## config.mk

```make
export PLATFORM = sky130hd
export DESIGN_NAME = rmst_min_unit
export DESIGN_NICKNAME = d
export VERILOG_FILES = /design/src/rmst_pkg.sv /design/src/rmst_min_unit.sv
export SDC_FILE = /design/constraint.sdc
export NUM_CORES = 1
export LEC_CHECK = 0
export ABC_AREA = 1
export ABC_CLOCK_PERIOD_IN_PS = 4590
export BUFFER_PORTS_ARGS = -buffer_cell sky130_fd_sc_hd__buf_4
export CAP_MARGIN = 20
export CORE_MARGIN = 4
export CORE_UTILIZATION = 35
export DETAILED_ROUTE_END_ITERATION = 8
export PLACE_DENSITY = 0.71
export SKIP_LAST_GASP = 1
export SLEW_MARGIN = 20
export SYNTH_ARGS = -nofsm -noshare
export SYNTH_HDL_FRONTEND = slang
export SYNTH_SLANG_ARGS = --single-unit
```

## constraint.sdc

```tcl
create_clock -name vclk -period 4.59
set_clock_uncertainty 0.2 [all_clocks]
set_input_delay 0.918 -clock vclk [all_inputs]
set_output_delay 0.918 -clock vclk [all_outputs]
set_load 0.02 [all_outputs]
```

## src/rmst_pkg.sv

```systemverilog
// Shared widths, codes and constants of the range-minimum segment tree.
`default_nettype none

package rmst_pkg;

	localparam int VAL_W  = 61;            // node value width, two's complement
	localparam int CFG_W  = 11;            // leaf count register width
	localparam int IDX_W  = 10;            // update index width
	localparam int NODE_W = CFG_W + 1;     // node number, holds up to 2*leaf_count

	localparam logic [CFG_W-1:0] LEAF_RESET = CFG_W'(1024);

	localparam logic signed [VAL_W-1:0] SENTINEL = 61'sd1000000000000000000;

	localparam logic MODE_UPDATE = 1'b0;
	localparam logic MODE_QUERY  = 1'b1;

endpackage

`default_nettype wire

```

## src/rmst_min_unit.sv

```systemverilog
// Shared signed minimum unit used by both update and query sequences.
`default_nettype none

module rmst_min_unit (
	input  wire logic signed [rmst_pkg::VAL_W-1:0] a,
	input  wire logic signed [rmst_pkg::VAL_W-1:0] b,
	output logic signed [rmst_pkg::VAL_W-1:0]      y
);

	always_comb begin
		if (b < a) begin
			y = b;
		end else begin
			y = a;
		end
	end

endmodule

`default_nettype wire

```

==> reports/metrics.yaml <==
status:
  status: "completed"
power:
  power_density_nw_per_um2: 167
  finalPower_uw: 698
  power.leakage_uw: 0.00268
  ir_worst_vdd_v: 0.0000713
worst_hold_path:
  worstHoldPathType: "in2out"
  min_from: "b[23]"
  hold_path_depth: 4
  worstHoldEndpoint: "y[23]"
placement:
  place_inst: 750
  io_buffers: 183
  dp_hpwl_um: 7970
  dpl-instance-area_um2: 4190
  globalplace.congestion: 0.905
global_routing:
  grt_pass1_wl_um: 16000
  gr-total-overflow: 0
  antenna_found_initial: 0
  grt_usage: 0.187
  grt_pass1_vias: 3628
  grt_max_degree: 61
synth:
  netlist_top_cells_count: "nand2_1, nand3_1, inv_1"
  synth_top_area_cell: "ha_1"
  synth_top_area_share: 0.267
  synth_nets: 668
  syn_inst: 486
  synthDistinctLibCells: 23
  syn-cell-area_um2: 2820
  yosysMostFrequentCell: "nand2_1"
  avgSynthCellArea_um2: 5.80
  yosys_warnings: 0
  ys_seq_area_frac: 0
  synth_area_leaders: "ha_1, nand3_1, nand2_1"
sta:
  clock.fmax_ghz: 0.237
  maxSlewHeadroom: 0.765
  tns_ns: 0
  timing.final.setup_violations: 0
  grt_setup_unrepaired: "false"
  hold_viol: 0
  final_max_slew_viol_count: 0
  period_needed_ns: 4.22
  period_share: 0.920
  tightestPinTransition_ns: 0.352
finish:
  fin_util: 0.539
  syn_to_final_growth_pct: 48.7
  nClkBuffers: 0
  fin_cells: 750
  layout.nets: 832
  drive_gt1_frac: 0.323
  seq_cell_count: 0
  diodes: 0
  fin_area_um2: 4190
  regArea_um2: 0
route:
  vias_per_cell: 4.87
  routed_wl_um: 9460
  drc: 0
  ant_nets: 0
  initialDrtViolationCount: 126
  avgRoutedWirePerCell_um: 12.6
  vias: 3650
  first_pass_iters: 4
floorplan:
  die_x_um: 97.7
  die_y_um: 97.7
  core_area_um2: 7770
  start_util: 0.363
  num_rows: 32
  pin_count: 183
  dieArea_um2: 9550
setup_path:
  crit_chain: "buf_4 -> ha_1 -> nand4_4 -> nor2_2 -> nand2_2 -> nor3_2 -> nand2_1 -> nand2_4 -> nand2_4 -> buf_12 -> nand3_1 -> nand2_1 -> buf_4"
  critical_path.startpoint_type: "primary input"
  worst-setup-path-type: "in2out"
  max_stage_delay_ns: 0.47
  required_ns: 3.47
  critical_path.max_fanout: 31
  worstSetupEndpointType: "output port"
  crit_buf_inv: 3
  critPathTopFamily: "simple AND/OR/NAND/NOR gates"
  cp.arrival_ns: 3.11
  slowest_stage: "ha_1"
clock_network:
  hold_buffers: 0
  post_cts_buffers: 0
  cts_resized: 0
run:
  drv_cap: 0
-- metal layers --
| metal | wire length, um | vias to the layer above | track usage |
|---|---|---|---|
| li1 | - | 1910 | - |
| met1 | 3950 | 1600 | 0.231 |
| met2 | 4620 | 136 | 0.354 |
| met3 | 843 | 4 | 0.0345 |
| met4 | 52 | 0 | 0.00745 |
| met5 | 0 | - | 0 |
-- worst max path at each step --
stage | startpoint | to | slack [ns] | depth (start not counted)
floorplan | a[60] | y[60] | 0.96 | 10
global placement | a[60] | y[5] | 0.35 | 14
detailed placement | b[60] | y[5] | 0.32 | 13
CTS | a[60] | y[5] | 0.32 | 14
global route | a[60] | y[5] | 0.14 | 14
finish | b[60] | y[5] | 0.37 | 13
-- layout make-up --
class / instances / area (um^2)
Fill cell: 814 / 3580
Inverter: 81 / 304
Multi-Input combinational cell: 380 / 2300
Tap cell: 102 / 128
Timing Repair Buffer: 187 / 1450
-- cells in the final DEF (no fill, tap or decap) --
cell type and count:
a21o_1 3, and2_1 1, nand4_4 1, nor3_2 1
nor2_4 1, a21oi_1 21, o21a_1 3, nand3_1 112
nand2_2 2, nand2_4 3, nand4_1 5, a21oi_2 1
nand2_1 133, o21ai_0 3, nand3_2 12, o21ai_1 1
ha_1 60, buf_12 4, nor2_1 16, nor2_2 1
buf_4 183, inv_1 81
-- cell families after synthesis --
| family | after synthesis | synth area share |
|---|---|---|
| adders and majority gates | 60 | 0.267 |
| and+or+nand+nor | 288 | 0.487 |
| buffers and inverters | 106 | 0.183 |
| AOI/OAI and AO/OA | 32 | 0.0635 |
-- power by group --
| group | internal [uW] | leakage [uW] | switching (uW) | total (uW) |
|---|---|---|---|---|
| Sequential | 0 | 0 | 0 | 0 |
| Combinational | 306 | 0.00268 | 391 | 698 |
| Clock | 0 | 0 | 0 | 0 |
-- through the flow --
stage               setup WS [ns]  hold WS (ns)
finish                      0.366          1.97
global route                0.138          1.98
CTS                         0.316          1.97
detailed placement          0.319          1.97
global placement            0.348          1.97
floorplan                   0.959          1.81
Note: power is estimated with default switching activity, not from simulation.
